## src/hdl/rfc_pkg.sv

```systemverilog
// Shared constants, types and the CRC byte update for the RTU frame checker.
package rfc_pkg;

	// CRC-16/MODBUS
	localparam logic [15:0] CRC_INIT = 16'hFFFF;
	localparam logic [15:0] CRC_POLY = 16'hA001;

	// Frames shorter than this are rejected
	localparam logic [2:0] MIN_FRAME = 3'd4;

	// Byte positions within the frame
	localparam logic [2:0] POS_ADDR     = 3'd0;
	localparam logic [2:0] POS_FUNC     = 3'd1;
	localparam logic [2:0] POS_START_HI = 3'd2;
	localparam logic [2:0] POS_START_LO = 3'd3;

	// Supported function codes
	localparam logic [7:0] FC_READ_HOLDING  = 8'h03;
	localparam logic [7:0] FC_WRITE_SINGLE  = 8'h06;
	localparam logic [7:0] FC_WRITE_MULTI   = 8'h10;
	localparam logic [7:0] FC_ENCAPSULATED  = 8'h2B;

	// Frame status codes
	localparam logic [1:0] STATUS_OK        = 2'd0;
	localparam logic [1:0] STATUS_SHORT     = 2'd1;
	localparam logic [1:0] STATUS_CRC_FAULT = 2'd2;
	localparam logic [1:0] STATUS_BAD_FUNC  = 2'd3;

	// One checked frame
	typedef struct packed {
		logic [1:0]  status;
		logic [7:0]  server_address;
		logic [7:0]  function_code;
		logic [15:0] start_register;
		logic [15:0] received_crc;
		logic [15:0] computed_crc;
	} result_t;

	// Reflected CRC update over one byte, eight shift steps
	function automatic logic [15:0] crc_byte(input logic [15:0] crc, input logic [7:0] b);
		logic [15:0] c;
		c = crc ^ {8'h00, b};
		for (int i = 0; i < 8; i++) begin
			if (c[0]) begin
				c = (c >> 1) ^ CRC_POLY;
			end else begin
				c = c >> 1;
			end
		end
		return c;
	endfunction

endpackage

```

## src/hdl/rfc_in_if.sv

```systemverilog
// Byte channel into the RTU frame checker.
interface rfc_in_if;
	logic       valid;
	logic       ready;
	logic [7:0] data_byte;
	logic       last_byte;

	modport source (output valid, output data_byte, output last_byte, input ready);
	modport sink (input valid, input data_byte, input last_byte, output ready);
endinterface

```

## src/hdl/rfc_out_if.sv

```systemverilog
// Result channel out of the RTU frame checker.
interface rfc_out_if;
	logic        valid;
	logic        ready;
	logic [1:0]  status;
	logic [7:0]  server_address;
	logic [7:0]  function_code;
	logic [15:0] start_register;
	logic [15:0] received_crc;
	logic [15:0] computed_crc;

	modport source (output valid, output status, output server_address, output function_code,
		output start_register, output received_crc, output computed_crc, input ready);
	modport sink (input valid, input status, input server_address, input function_code,
		input start_register, input received_crc, input computed_crc, output ready);
endinterface

```

## src/hdl/rfc_frame_state.sv

```systemverilog
// Per-frame state: CRC register, delay pair, byte counter, header holds and result logic.
module rfc_frame_state (
	input  logic               clk,
	input  logic               arst_n,
	input  logic               accept,
	input  logic [7:0]         data_byte,
	input  logic               last_byte,
	output logic               res_valid,
	output rfc_pkg::result_t   res
);

	logic [15:0] crc_q;
	logic [7:0]  dly0_q;
	logic [7:0]  dly1_q;
	logic [2:0]  count_q;
	logic [7:0]  addr_q;
	logic [7:0]  func_q;
	logic [15:0] start_q;

	logic [15:0] crc_nxt;
	logic [2:0]  count_nxt;
	logic [7:0]  addr_nxt;
	logic [7:0]  func_nxt;
	logic [15:0] start_nxt;
	logic [15:0] rx_crc;
	logic [15:0] calc_crc;

	// Next state for this transaction
	always_comb begin
		crc_nxt   = (count_q >= 3'd2) ? rfc_pkg::crc_byte(crc_q, dly1_q) : crc_q;
		count_nxt = (count_q < rfc_pkg::MIN_FRAME) ? count_q + 3'd1 : count_q;
		addr_nxt  = addr_q;
		func_nxt  = func_q;
		start_nxt = start_q;
		case (count_q)
			rfc_pkg::POS_ADDR:     addr_nxt = data_byte;
			rfc_pkg::POS_FUNC:     func_nxt = data_byte;
			rfc_pkg::POS_START_HI: start_nxt = {data_byte, start_q[7:0]};
			rfc_pkg::POS_START_LO: start_nxt = {start_q[15:8], data_byte};
			default: ;
		endcase
	end

	// Result of a frame that ends on this byte
	always_comb begin
		rx_crc   = {dly0_q, data_byte};
		calc_crc = {crc_nxt[7:0], crc_nxt[15:8]};
		res      = '0;
		if (count_nxt < rfc_pkg::MIN_FRAME) begin
			res.status = rfc_pkg::STATUS_SHORT;
		end else begin
			if (calc_crc != rx_crc) begin
				res.status = rfc_pkg::STATUS_CRC_FAULT;
			end else if (func_nxt inside {rfc_pkg::FC_READ_HOLDING, rfc_pkg::FC_WRITE_SINGLE,
					rfc_pkg::FC_WRITE_MULTI, rfc_pkg::FC_ENCAPSULATED}) begin
				res.status = rfc_pkg::STATUS_OK;
			end else begin
				res.status = rfc_pkg::STATUS_BAD_FUNC;
			end
			res.server_address = addr_nxt;
			res.function_code  = func_nxt;
			res.start_register = start_nxt;
			res.received_crc   = rx_crc;
			res.computed_crc   = calc_crc;
		end
	end

	assign res_valid = accept & last_byte;

	// State registers; the last byte returns everything to the start of a frame
	always_ff @(posedge clk or negedge arst_n) begin
		if (!arst_n) begin
			crc_q   <= rfc_pkg::CRC_INIT;
			dly0_q  <= '0;
			dly1_q  <= '0;
			count_q <= '0;
			addr_q  <= '0;
			func_q  <= '0;
			start_q <= '0;
		end else if (accept) begin
			if (last_byte) begin
				crc_q   <= rfc_pkg::CRC_INIT;
				dly0_q  <= '0;
				dly1_q  <= '0;
				count_q <= '0;
				addr_q  <= '0;
				func_q  <= '0;
				start_q <= '0;
			end else begin
				crc_q   <= crc_nxt;
				dly0_q  <= data_byte;
				dly1_q  <= dly0_q;
				count_q <= count_nxt;
				addr_q  <= addr_nxt;
				func_q  <= func_nxt;
				start_q <= start_nxt;
			end
		end
	end

endmodule

```

## src/hdl/rfc_out_reg.sv

```systemverilog
// Result register with valid/ready hand-off.
module rfc_out_reg (
	input  logic             clk,
	input  logic             arst_n,
	input  logic             load,
	input  rfc_pkg::result_t res,
	output logic             can_load,
	rfc_out_if.source        out_ch
);

	logic             valid_q;
	rfc_pkg::result_t res_q;

	// Space when empty or when the held result leaves this cycle
	assign can_load = ~valid_q | out_ch.ready;

	always_ff @(posedge clk or negedge arst_n) begin
		if (!arst_n) begin
			valid_q <= 1'b0;
		end else if (load) begin
			valid_q <= 1'b1;
		end else if (out_ch.ready) begin
			valid_q <= 1'b0;
		end
	end

	// Payload, no reset
	always_ff @(posedge clk) begin
		if (load) begin
			res_q <= res;
		end
	end

	assign out_ch.valid          = valid_q;
	assign out_ch.status         = res_q.status;
	assign out_ch.server_address = res_q.server_address;
	assign out_ch.function_code  = res_q.function_code;
	assign out_ch.start_register = res_q.start_register;
	assign out_ch.received_crc   = res_q.received_crc;
	assign out_ch.computed_crc   = res_q.computed_crc;

endmodule

```

## src/hdl/rtu_frame_checker_top.sv

```systemverilog
// Top level of the RTU frame checker.
//
//  channel  dir  payload                                           per transaction
//  frm      in   data_byte, last_byte                              one frame byte
//  rpt      out  status, server_address, function_code,            one checked frame
//                start_register, received_crc, computed_crc
//
// While frm.ready is high one byte is taken per cycle; the CRC byte update and the
// checks sit between the frame state registers and the result register. A frame's
// result appears on rpt the cycle after its last byte. Reset clears the frame state and
// the result valid. frm.ready drops only while a held result is not being taken on rpt.
module rtu_frame_checker_top (
	input  logic      clk,
	input  logic      arst_n,
	rfc_in_if.sink    frm,
	rfc_out_if.source rpt
);

	logic             accept;
	logic             can_load;
	logic             res_valid;
	rfc_pkg::result_t res;

	assign frm.ready = can_load;
	assign accept    = frm.valid & can_load;

	rfc_frame_state u_state (
		.clk       (clk),
		.arst_n    (arst_n),
		.accept    (accept),
		.data_byte (frm.data_byte),
		.last_byte (frm.last_byte),
		.res_valid (res_valid),
		.res       (res)
	);

	rfc_out_reg u_out (
		.clk      (clk),
		.arst_n   (arst_n),
		.load     (res_valid),
		.res      (res),
		.can_load (can_load),
		.out_ch   (rpt)
	);

endmodule
```

## src/flat_wrapper.sv

```systemverilog
// flat-port wrapper written by rule: the top's interface ports become plain ports
module rtu_frame_checker_top_flat 
  (clk, arst_n, frm_valid, frm_data_byte, frm_last_byte, frm_ready, rpt_valid, rpt_status, rpt_server_address, rpt_function_code, rpt_start_register, rpt_received_crc, rpt_computed_crc, rpt_ready);
  rfc_in_if frm_i ();
  rfc_out_if rpt_i ();
  input  logic clk;
  input  logic arst_n;
  input wire logic [$bits(frm_i.valid)-1:0] frm_valid;
  input wire logic [$bits(frm_i.data_byte)-1:0] frm_data_byte;
  input wire logic [$bits(frm_i.last_byte)-1:0] frm_last_byte;
  output wire logic [$bits(frm_i.ready)-1:0] frm_ready;
  output wire logic [$bits(rpt_i.valid)-1:0] rpt_valid;
  output wire logic [$bits(rpt_i.status)-1:0] rpt_status;
  output wire logic [$bits(rpt_i.server_address)-1:0] rpt_server_address;
  output wire logic [$bits(rpt_i.function_code)-1:0] rpt_function_code;
  output wire logic [$bits(rpt_i.start_register)-1:0] rpt_start_register;
  output wire logic [$bits(rpt_i.received_crc)-1:0] rpt_received_crc;
  output wire logic [$bits(rpt_i.computed_crc)-1:0] rpt_computed_crc;
  input wire logic [$bits(rpt_i.ready)-1:0] rpt_ready;
  assign frm_i.valid = frm_valid;
  assign frm_i.data_byte = frm_data_byte;
  assign frm_i.last_byte = frm_last_byte;
  assign frm_ready = frm_i.ready;
  assign rpt_valid = rpt_i.valid;
  assign rpt_status = rpt_i.status;
  assign rpt_server_address = rpt_i.server_address;
  assign rpt_function_code = rpt_i.function_code;
  assign rpt_start_register = rpt_i.start_register;
  assign rpt_received_crc = rpt_i.received_crc;
  assign rpt_computed_crc = rpt_i.computed_crc;
  assign rpt_i.ready = rpt_ready;
  rtu_frame_checker_top u_core (.clk(clk), .arst_n(arst_n), .frm(frm_i), .rpt(rpt_i));
endmodule
```

## config.mk

```make
export PLATFORM = sky130hd
export DESIGN_NAME = rtu_frame_checker_top_flat
export DESIGN_NICKNAME = d
export VERILOG_FILES = /design/src/hdl/rfc_pkg.sv /design/src/hdl/rfc_in_if.sv /design/src/hdl/rfc_out_if.sv /design/src/hdl/rfc_frame_state.sv /design/src/hdl/rfc_out_reg.sv /design/src/hdl/rtu_frame_checker_top.sv /design/src/flat_wrapper.sv
export SDC_FILE = /design/constraint.sdc
export NUM_CORES = 1
export LEC_CHECK = 0
export ABC_CLOCK_PERIOD_IN_PS = 3720
export BUFFER_PORTS_ARGS = -buffer_cell sky130_fd_sc_hd__buf_2
export CAP_MARGIN = 0
export CORE_ASPECT_RATIO = 1.25
export CORE_MARGIN = 5
export CORE_UTILIZATION = 55
export CTS_CLUSTER_DIAMETER = 40
export DETAILED_ROUTE_END_ITERATION = 8
export HOLD_SLACK_MARGIN = 0.03
export PLACE_DENSITY = 0.76
export SETUP_SLACK_MARGIN = 0.5
export SLEW_MARGIN = 15
export SYNTH_ARGS = -nofsm -noshare
export SYNTH_HDL_FRONTEND = slang
export SYNTH_SLANG_ARGS = --single-unit
```

## constraint.sdc

```tcl
create_clock -name clk -period 3.72 [get_ports clk]
set_input_delay 0.93 -clock clk [delete_from_list [all_inputs] [get_ports clk]]
set_output_delay 0.93 -clock clk [all_outputs]
set_load 0.05 [all_outputs]
```

# Yosys cells after proc, flatten, opt, wreduce, memory -nomap -nowiden
# Index checks and enable logic that the tools add are counted.
# word_totals
regBits	134
# classes
add_sub_neg	1
magnitude_cmp	3
eq_ne	8
n_mux	24
bitwise_logic	13
reduce_logical	3
# op_table
cell	n
$mux W16	11
$mux W8	6
$pmux W16 S2	1
$not A2 Y3	8
$ne A16 B16 Y1	1
$xor A16 B8 Y16	1
$eq A8 B2 Y1 const B	1
$eq A8 B3 Y1 const B	1
$eq A8 B5 Y1 const B	1
$eq A8 B6 Y1 const B	1
$eq A3 B2 Y1 const B	2
$lt A3 B3 Y1 const B	2
$mux W3	2
$mux W2	2
$reduce_bool A4 Y1	1
$add A3 B1 Y3 const B	1
$eq A3 B1 Y1 const B	1
$ge A3 B2 Y1 const B	1
$logic_not A3 Y1	1
$and A1 B1 Y1	2
$mux W1	2
$reduce_bool A2 Y1	1
$not A1 Y1	1
$or A1 B1 Y1	1

# Depth between registers and ports, before layout
# Gate-level depths: netlist of run 1.
# logic_depth
depth_word	20
ltp_mapped	11

# Cells and area by module
# Synthesis of run 1 repeated with hierarchy kept, for this count alone.
# hier_totals
hier_cells	575
area_unflattened_um2	6466.2
# modules_own_cells
mod	instances	cells_per_inst	area_per_inst_um2	seq_area_each_um2
rfc_frame_state	1	505	4430.5	1696.6
rfc_out_reg	1	69	2029.4	2006.9
rtu_frame_checker_top	1	1	6.3	0.0

# Worst setup path before layout of run 1
# OpenSTA, ideal clock, no wires.
# synth_timing
path_kind	in2reg
startpoint	input rpt_ready
endpoint	register u_core.u_out.res_q (netlist bit u_core.u_out.out_ch.computed_crc[0]), enable pin
t_arrival_ns	3.281
slack_ns	0.019
cell_stages	5
path_cell_list	nand2b_1 > and2_1 > clkbuf_1 > nand2_1 > inv_1
# synth_via
elab_chain_cells	3
# synth_lines
item	line_no	source
start: declaration	flat_wrapper.sv:19	input wire logic [$bits(rpt_i.ready)-1:0] rpt_ready;
$or A1 B1 Y1	rfc_out_reg.sv:15	assign can_load = ~valid_q | out_ch.ready;
$and A1 B1 Y1	rtu_frame_checker_top.sv:25	assign accept = frm.valid & can_load;
$and A1 B1 Y1	rfc_frame_state.sv:68	assign res_valid = accept & last_byte;
net u_core.res_valid	rtu_frame_checker_top.sv:21	logic res_valid;
end signal: assignment	rfc_out_reg.sv:30	res_q <= res;
end: declaration	rfc_out_reg.sv:12	rfc_pkg::result_t res_q;
# The timed path passes the listed nets, and every way through them passes these cells.
# A chain may end at the register's enable or synchronous reset.

# Worst setup path after layout of run 1
# layout_timing
startpoint	register u_core.u_state.count_q[0]
endpoint	register u_core.u_out.res_q (netlist bit u_core.u_out.out_ch.status[1]) (data pin)
# layout_via
elab_chain_cells	6
word_cells_on_any_way	16
classes_between	add/sub (1); order compare (3); eq/ne (6); mux (5); reduce/logical (1)
# layout_lines
item	line_no	source
start: declaration	rfc_frame_state.sv:15	logic [2:0] count_q;
start signal: assignment	rfc_frame_state.sv:93	count_q <= count_nxt;
$eq A3 B1 Y1	rfc_frame_state.sv:35	case (count_q)
$mux W8	rfc_frame_state.sv:35	
$eq A8 B2 Y1 (tied with other cells)	rfc_frame_state.sv:54	end else if (func_nxt inside {rfc_pkg::FC_READ_HOLDING, rfc_pkg::FC_WRITE_SINGLE,
$reduce_bool A4 Y1	rfc_frame_state.sv:54	
$mux W2	rfc_frame_state.sv:54	
$mux W2	rfc_frame_state.sv:52	if (calc_crc != rx_crc) begin
# Parallel ways exist; a longest one is shown, timed or not.

==> results of run 1 <==
Yosys cell counts, types with 2 or more instances:
cell type,count,area share [%]
sky130_fd_sc_hd__inv_1,14,0.81
sky130_fd_sc_hd__nand3b_1,8,0.92
sky130_fd_sc_hd__and3_1,2,0.19
sky130_fd_sc_hd__xnor2_2,3,0.75
sky130_fd_sc_hd__o21ai_0,44,3.4
sky130_fd_sc_hd__nand2b_1,5,0.48
sky130_fd_sc_hd__a22o_1,8,1.1
sky130_fd_sc_hd__dfrtp_1,52,20
sky130_fd_sc_hd__o31ai_1,9,1.0
sky130_fd_sc_hd__a22oi_1,21,2.4
sky130_fd_sc_hd__ha_1,4,0.77
sky130_fd_sc_hd__nand3_1,3,0.23
sky130_fd_sc_hd__a21o_1,4,0.46
sky130_fd_sc_hd__o21bai_1,3,0.35
sky130_fd_sc_hd__nand2_1,99,5.7
sky130_fd_sc_hd__buf_1,7,0.40
sky130_fd_sc_hd__xnor3_1,2,0.69
sky130_fd_sc_hd__nor2b_1,10,0.96
sky130_fd_sc_hd__buf_2,3,0.23
sky130_fd_sc_hd__dfstp_2,16,6.5
sky130_fd_sc_hd__o22a_1,21,2.8
sky130_fd_sc_hd__nor2_1,63,3.6
sky130_fd_sc_hd__a21oi_1,34,2.6
sky130_fd_sc_hd__clkbuf_1,36,2.1
sky130_fd_sc_hd__nand4_1,4,0.38
sky130_fd_sc_hd__xor2_1,6,0.81
sky130_fd_sc_hd__edfxtp_1,66,30
sky130_fd_sc_hd__a21boi_0,7,0.81
sky130_fd_sc_hd__xor2_2,3,0.75
sky130_fd_sc_hd__nor3_1,6,0.46
sky130_fd_sc_hd__and2_1,2,0.19
sky130_fd_sc_hd__xnor2_1,28,3.8
sky130_fd_sc_hd__mux2i_1,9,1.4
registers in the layout, indices dropped and copies added, names as in the netlist:
register                            count
u_core.u_out.out_ch.status              2
u_core.u_out.out_ch.start_register     16
u_core.u_out.out_ch.computed_crc       16
u_core.u_out.out_ch.server_address      8
u_core.u_state.crc_q                   16
u_core.u_state.dly0_q                   8
u_core.u_state.addr_q                   8
u_core.u_state.count_q                  3
u_core.u_out.out_ch.valid               1
u_core.u_out.out_ch.received_crc       16
u_core.u_state.start_q                 16
u_core.u_out.out_ch.function_code       8
u_core.u_state.func_q                   8
u_core.u_state.dly1_q                   8
layer usage:
layer,up-vias,share of wire [%]
li1,2290,-
met1,2513,40
met2,246,51
met3,47,5.7
met4,0,3.5
met5,-,0
cell families (layout without fill, tap and decap cells):
logic type | Yosys count | count (layout) | synth area share, %
AND/OR/NAND/NOR | 205 | 205 | 13.5
flip-flops | 134 | 134 | 56.9
adder cells (fa/ha/maj) | 4 | 4 | 0.769
buffers and inverters | 60 | 139 | 3.52
multiplexers | 9 | 9 | 1.38
AO/OA/AOI/OAI | 160 | 160 | 16.4
XOR/XNOR | 44 | 44 | 7.50
repair_timing:
item	4_1_cts	5_1_grt
hold endpoints to repair	0	0
endpoints found under the setup margin	0	2
resized for setup	0	2
buffers inserted	0	0
worst max-delay path, cell delays in order, from the launching register on:
cell and delay, ns:
sky130_fd_sc_hd__dfrtp_1 0.39, sky130_fd_sc_hd__inv_1 0.10, sky130_fd_sc_hd__ha_1 0.37, sky130_fd_sc_hd__or3_4 0.55, sky130_fd_sc_hd__buf_4 0.24, sky130_fd_sc_hd__nor2_1 0.15
sky130_fd_sc_hd__a21o_1 0.15, sky130_fd_sc_hd__xnor2_1 0.14, sky130_fd_sc_hd__nand4_1 0.18, sky130_fd_sc_hd__a2111oi_2 0.23, sky130_fd_sc_hd__a21oi_1 0.11
worst max path at each step:
| stage | end | slack [ns] |
|---|---|---|
| 3_5_place_dp | u_core.u_out.out_ch.status[1]$_SDFFCE_PP0P_ | 0.69 |
| 6_report | u_core.u_out.out_ch.status[1]$_SDFFCE_PP0P_ | 0.81 |
| 4_1_cts | u_core.u_out.out_ch.status[1]$_SDFFCE_PP0P_ | 0.67 |
| 3_3_place_gp | u_core.u_out.out_ch.status[1]$_SDFFCE_PP0P_ | 0.81 |
| 2_1_floorplan | u_core.u_out.out_ch.computed_crc[0]$_SDFFCE_PP0P_ | 0.54 |
| 5_1_grt | u_core.u_out.out_ch.status[1]$_SDFFCE_PP0P_ | 0.65 |
layout make-up:
type,count,share of cell area [%]
Sequential cell,134,48.6
Inverter,14,0.739
Clock buffer,19,5.68
Multi-Input combinational cell,422,34.1
Tap cell,161,2.64
Clock inverter,13,1.72
Timing Repair Buffer,93,6.54
power groups by stage:
stage,Clock [mW],Sequential (mW),Combinational (mW)
6_report,1.62,2.24,2.48
5_1_grt,1.70,2.27,2.69
4_1_cts,1.63,2.23,2.46
3_5_place_dp,0,2.26,2.44
3_3_place_gp,0,2.24,2.36
2_1_floorplan,0,2.37,1.73
==> parameters.txt, run 1 <==
Parameter                              Value

Outcome
  Outcome ... finished, final reports clean

Worst setup path
  Worst reg2reg setup slack ... 0.81 ns
  Crit path required time ... 3.86 ns
  Cell count of the worst reg-to-reg path ... 10
  Largest driver fanout on the critical path ... 17
  Reg-to-reg startpoint ... u_core.u_state.count_q[0]$_DFFE_PN0P_
  Startpoint Class ... register
  Startpoint of the worst setup timing path ... u_core.u_state.count_q[0]$_DFFE_PN0P_
  Data arrival at the endpoint of the critical path ... 3.05 ns
  Reg-to-reg endpoint ... u_core.u_out.out_ch.status[1]$_SDFFCE_PP0P_
  Critical path capture point type ... register
  Class of the most critical setup path ... register to register

Hold path
  Number of stages on the worst hold path ... 2
  End point of the most critical hold path ... u_core.u_state.addr_q[3]$_DFFE_PN0P_
  Worst hold-check path type ... register to register
  Worst Hold Launch ... u_core.u_state.addr_q[3]$_DFFE_PN0P_

Cells and area
  Net total in the final layout ... 699
  Area occupied by registers ... 3700 um2
  Commonest non-fill, non-tap cell in the layout ... sky130_fd_sc_hd__nand2_1
  Post-layout utilization of the core ... 65.6%
  Share of layout cells above drive strength 1 ... 22.4%
  Number of standard cells in the final layout excluding fillers ... 856
  Top library cells by usage in the layout, fill and taps aside ... sky130_fd_sc_hd__nand2_1 (98), sky130_fd_sc_hd__buf_2 (80), sky130_fd_sc_hd__edfxtp_1 (66)
  Total area of multi-input combinational cells ... 2590 um2
  Final Cell Area ... 7620 um2
  Synthesis-to-layout area growth ... 17.1%
  Number of fill cells in the layout ... 905
  ANT cells ... 0

Place
  Routability-driven placement congestion ratio ... 0.883
  Instance count after placement with tap cells included ... 824
  Placed instance area ... 7050 um2
  Post-detail-place hpwl ... 11600 um
  Post-placement worst setup slack ... 0.690 ns
  Port Buffers ... 80

Synthesis
  Number of nets in the synthesized netlist ... 633
  Number of library cell types mapped by synthesis ... 47
  Share of flip-flops with an asynchronous set or reset ... 50.7%
  Top FF cell, synth ... sky130_fd_sc_hd__edfxtp_1
  Cell count after synthesis ... 616
  Warnings, synthesis ... 0
  Synth Area per Inst ... 10.6 um2
  Number of flops mapped to enable cells by yosys ... 66
  Mapped Area ... 6510 um2
  Portion of the post-synthesis area used by sequential elements ... 56.9%
  Count of state elements after synthesis ... 134

Clock network
  # hold bufs at CTS ... 0
  Register clock-pin slew on the reported worst setup and hold paths ... 0.06 ns
  CTS Buffer Depth ... 2
  TritonCTS clock tree ... yes
  # clock sinks ... 134
  CTS H-Tree Depth ... 4
  Clock buffer count from CTS ... 17
  Clock latency at the later pin of the worst-skew pair ... 0.41 ns
  Root buffer selected by CTS ... sky130_fd_sc_hd__clkbuf_16

STA
  Fin worst setup slack ... 0.814 ns
  Count of final max-slew check failures ... 0
  Total setup violations reported at the end of the flow ... 0
  Achievable frequency ... 344 MHz
  Total negative setup slack ... 0 ns
  Hold slack final ... 0.488 ns
  Transition time of the tightest slew-check pin ... 0.740 ns
  Setup repair after global routing missed its margin ... false
  Count of final hold-check violations ... 0
  Worst clock skew ... 0.00869 ns
  Post-layout minimum cycle time ... 2.91 ns
  Fraction of the cycle the final worst path needs ... 78.1%
  Slew HR ... 50.6%

Global route
  Gr ovfl total ... 0
  Total routing resource utilization after global routing ... 24.5%
  Maximum number of pins on one net before global-route repair ... 62
  Via count of the first global-routing pass ... 5034
  Fraction of met1 tracks used by global routing ... 31.4%
  Busiest metal layer after global routing ... met2
  Met2 GRT Util ... 40.9%
  Wire length of the first global-routing pass ... 26900 um
  Met3 demand-to-capacity share in global routing ... 4.27%
  Antenna violations before repair ... 0

Power and ir drop
  Clock network fraction of design power ... 25.5%
  Sequential cell fraction of total power ... 35.4%
  Internal power summed over all cells ... 3.88 mW
  Switching power ... 2.46 mW
  Power density over the cells ... 833 nW/um2
  Lkg Pwr ... 3.18 nW
  Combinational power share ... 39.2%
  Overall power after layout ... 6.35 mW
  Net switching fraction of the power ... 38.8%
  VDD IR-drop max ... 0.403 mV

Die
  Area of the core ... 11600 um2
  Starting density of the core ... 56.0%
  Vertical extent of the die ... 132 um
  Row count ... 44
  Number of top-level pins ... 81
  Total Die Area ... 14100 um2
  Die Width ... 107 um

Drt
  Count of unresolved DRC violations after routing ... 0
  DR WL/cell ... 19.8 um
  Number of routed nets with antenna violations ... 0
  Number of iterations in the first detailed-routing pass ... 5
  First DRT Iteration DRCs ... 402
  Vias per cell ... 5.95
  Post-Route WL ... 16900 um
  Total number of vias ... 5096

Flow run
  Max_cap viols ... 0
Note: power is estimated with default switching activity, not from simulation.
==> run 2, diff against run 1 <==
Settings changed: ABC_CLOCK_PERIOD_IN_PS 3720 to 2700.
Clock period 3.72 ns to 2.7 ns, I/O delays scaled along.
==> run 2 against run 1 <==
Compared with the run above:
- first-iteration DRC count grew 0.75%
- critical path depth shrank 3
- register-to-register slack lost 0.63 ns
- die area is the same
- clock-buffer cell count grew 2
- combinational power grew 90%
- utilization grew 7.1 points
- routed wire length grew 7.5%
- clock power grew 56%
- via count grew 3.6%
- critical path type unchanged
- design area grew 11%
==> parameters.txt, run 2 (same netlist as run 1, synthesis figures left out) <==
Parameter                              Value

Die
  Vertical extent of the die ... 132 um
  Total Die Area ... 14100 um2
  Starting density of the core ... 56.0%
  Number of top-level pins ... 81
  Die Width ... 107 um
  Row count ... 44
  Area of the core ... 11600 um2

Drt
  Vias per cell ... 5.85
  Count of unresolved DRC violations after routing ... 0
  Post-Route WL ... 18200 um
  DR WL/cell ... 20.2 um
  Number of iterations in the first detailed-routing pass ... 5
  Total number of vias ... 5280
  First DRT Iteration DRCs ... 405
  Number of routed nets with antenna violations ... 0

Power and ir drop
  Internal power summed over all cells ... 6.49 mW
  Clock network fraction of design power ... 24.3%
  Sequential cell fraction of total power ... 30.0%
  Net switching fraction of the power ... 37.2%
  Combinational power share ... 45.6%
  Lkg Pwr ... 3.56 nW
  VDD IR-drop max ... 0.575 mV
  Switching power ... 3.85 mW
  Power density over the cells ... 1220 nW/um2

Clock network
  # hold bufs at CTS ... 0
  Clock buffer count from CTS ... 17
  Root buffer selected by CTS ... sky130_fd_sc_hd__clkbuf_16
  CTS Buffer Depth ... 2
  CTS H-Tree Depth ... 4
  # clock sinks ... 134
  TritonCTS clock tree ... yes
  Register clock-pin slew on the reported worst setup and hold paths ... 0.06 ns
  Clock latency at the later pin of the worst-skew pair ... 0.41 ns

Flow run
  Max_cap viols ... 0

Cells and area
  Top library cells by usage in the layout, fill and taps aside ... sky130_fd_sc_hd__nand2_1 (97), sky130_fd_sc_hd__buf_2 (81), sky130_fd_sc_hd__edfxtp_1 (66)
  Net total in the final layout ... 746
  Synthesis-to-layout area growth ... 29.8%
  Commonest non-fill, non-tap cell in the layout ... sky130_fd_sc_hd__nand2_1
  Share of layout cells above drive strength 1 ... 32.1%
  ANT cells ... 0
  Number of standard cells in the final layout excluding fillers ... 903

Outcome
  Outcome ... finished, final reports clean

Worst setup path
  Largest stage delay on the critical path ... 0.62 ns
  Ordered cell list for the critical path ... xor2_4 > xor2_2 > xnor3_2 > o21bai_4 > xnor2_2 > a2111oi_4 > a21oi_2
  Delay-heaviest family, CP ... XOR/XNOR gates
  Startpoint Class ... register
  Critical path capture point type ... register
  CP Buf/Inv Count ... 0
  Cell with the biggest individual delay on the critical path ... sky130_fd_sc_hd__dfstp_2
  Largest driver fanout on the critical path ... 4
  Crit path required time ... 2.86 ns
  Class of the most critical setup path ... register to register
  Data arrival at the endpoint of the critical path ... 2.67 ns

Global route
  Via count of the first global-routing pass ... 5154
  Gr ovfl total ... 0
  Total routing resource utilization after global routing ... 26.1%
  Maximum number of pins on one net before global-route repair ... 68
  Antenna violations before repair ... 0
  Wire length of the first global-routing pass ... 28400 um

STA
  Total setup violations reported at the end of the flow ... 0
  Count of final hold-check violations ... 0
  Post-layout minimum cycle time ... 2.52 ns
  Fraction of the cycle the final worst path needs ... 93.2%
  Transition time of the tightest slew-check pin ... 0.622 ns
  Setup repair after global routing missed its margin ... true
  Count of final max-slew check failures ... 0
  Worst clock skew ... 0.00739 ns
  Total negative setup slack ... 0 ns
  Achievable frequency ... 397 MHz
  Slew HR ... 58.5%

Place
  Port Buffers ... 80
  Routability-driven placement congestion ratio ... 0.940
  Post-detail-place hpwl ... 11800 um
  Instance count after placement with tap cells included ... 840

Hold path
  Worst hold-check path type ... input pin to asynchronous set/reset pin
## run 2: path summary, 6_finish.rpt
kind,start,endpoint,slack [ns],cells past startpoint
max,u_core.u_state.crc_q[5]$_DFFE_PN1P_,u_core.u_out.out_ch.status[1]$_SDFFCE_PP0P_,0.18,7
min in group clk,u_core.u_state.addr_q[3]$_DFFE_PN0P_,u_core.u_state.addr_q[3]$_DFFE_PN0P_,0.49,2
max in group asynchronous,arst_n,u_core.u_state.crc_q[12]$_DFFE_PN1P_,1.76,2
min,arst_n,u_core.u_state.dly1_q[4]$_DFFE_PN0P_,0.23,1
min reg2reg,u_core.u_state.addr_q[3]$_DFFE_PN0P_,u_core.u_state.addr_q[3]$_DFFE_PN0P_,0.49,2
max reg2reg,u_core.u_state.crc_q[5]$_DFFE_PN1P_,u_core.u_out.out_ch.status[1]$_SDFFCE_PP0P_,0.18,7
## run 2: final cells by class
class	instances	area, um2
Inverter	14	56.3
Tap cell	161	201
Clock buffer	21	493
Timing Repair Buffer	140	932
Sequential cell	134	3700
Multi-Input combinational cell	422	2900
Fill cell	792	3170
Clock inverter	11	158
## run 2: timing repair
item | CTS | global route
pin swaps | 13 | 18
gates cloned | 0 | 1
resized for setup | 24 | 32
endpoints found under the setup margin | 3 | 5
setup buffers | 14 | 16
## run 2: metrics by stage
step	worst slack, ns	instance area, um2	utilization (%)	hold slack [ns]	total power, mW
after floorplan	0.0581	6570	-	0.379	5.72
after global placement	0.127	7240	62.4	0.462	6.56
after CTS	0.263	8160	70.2	0.242	9.67
after detailed placement	0.0816	7240	62.4	0.473	6.63
after global routing	0.131	8440	72.7	0.263	10.8
final	0.184	8440	72.7	0.227	10.3
## run 2: per-layer routing
metal | vias to the layer above | track usage [%] | share of wire (%)
met5 | - | 0 | 0
met4 | 0 | 14.8 | 5.0
met3 | 54 | 5.50 | 6.4
met2 | 271 | 41.3 | 49
met1 | 2573 | 33.2 | 39
li1 | 2382 | - | -
## run 2: power groups by stage
stage,sequential (mW),clock [mW],combinational [mW]
global route,3.15,2.64,5.03
detailed placement,3.09,0,3.54
finish,3.10,2.52,4.72
CTS,3.06,2.54,4.07
global placement,3.07,0,3.49
floorplan,3.27,0,2.45
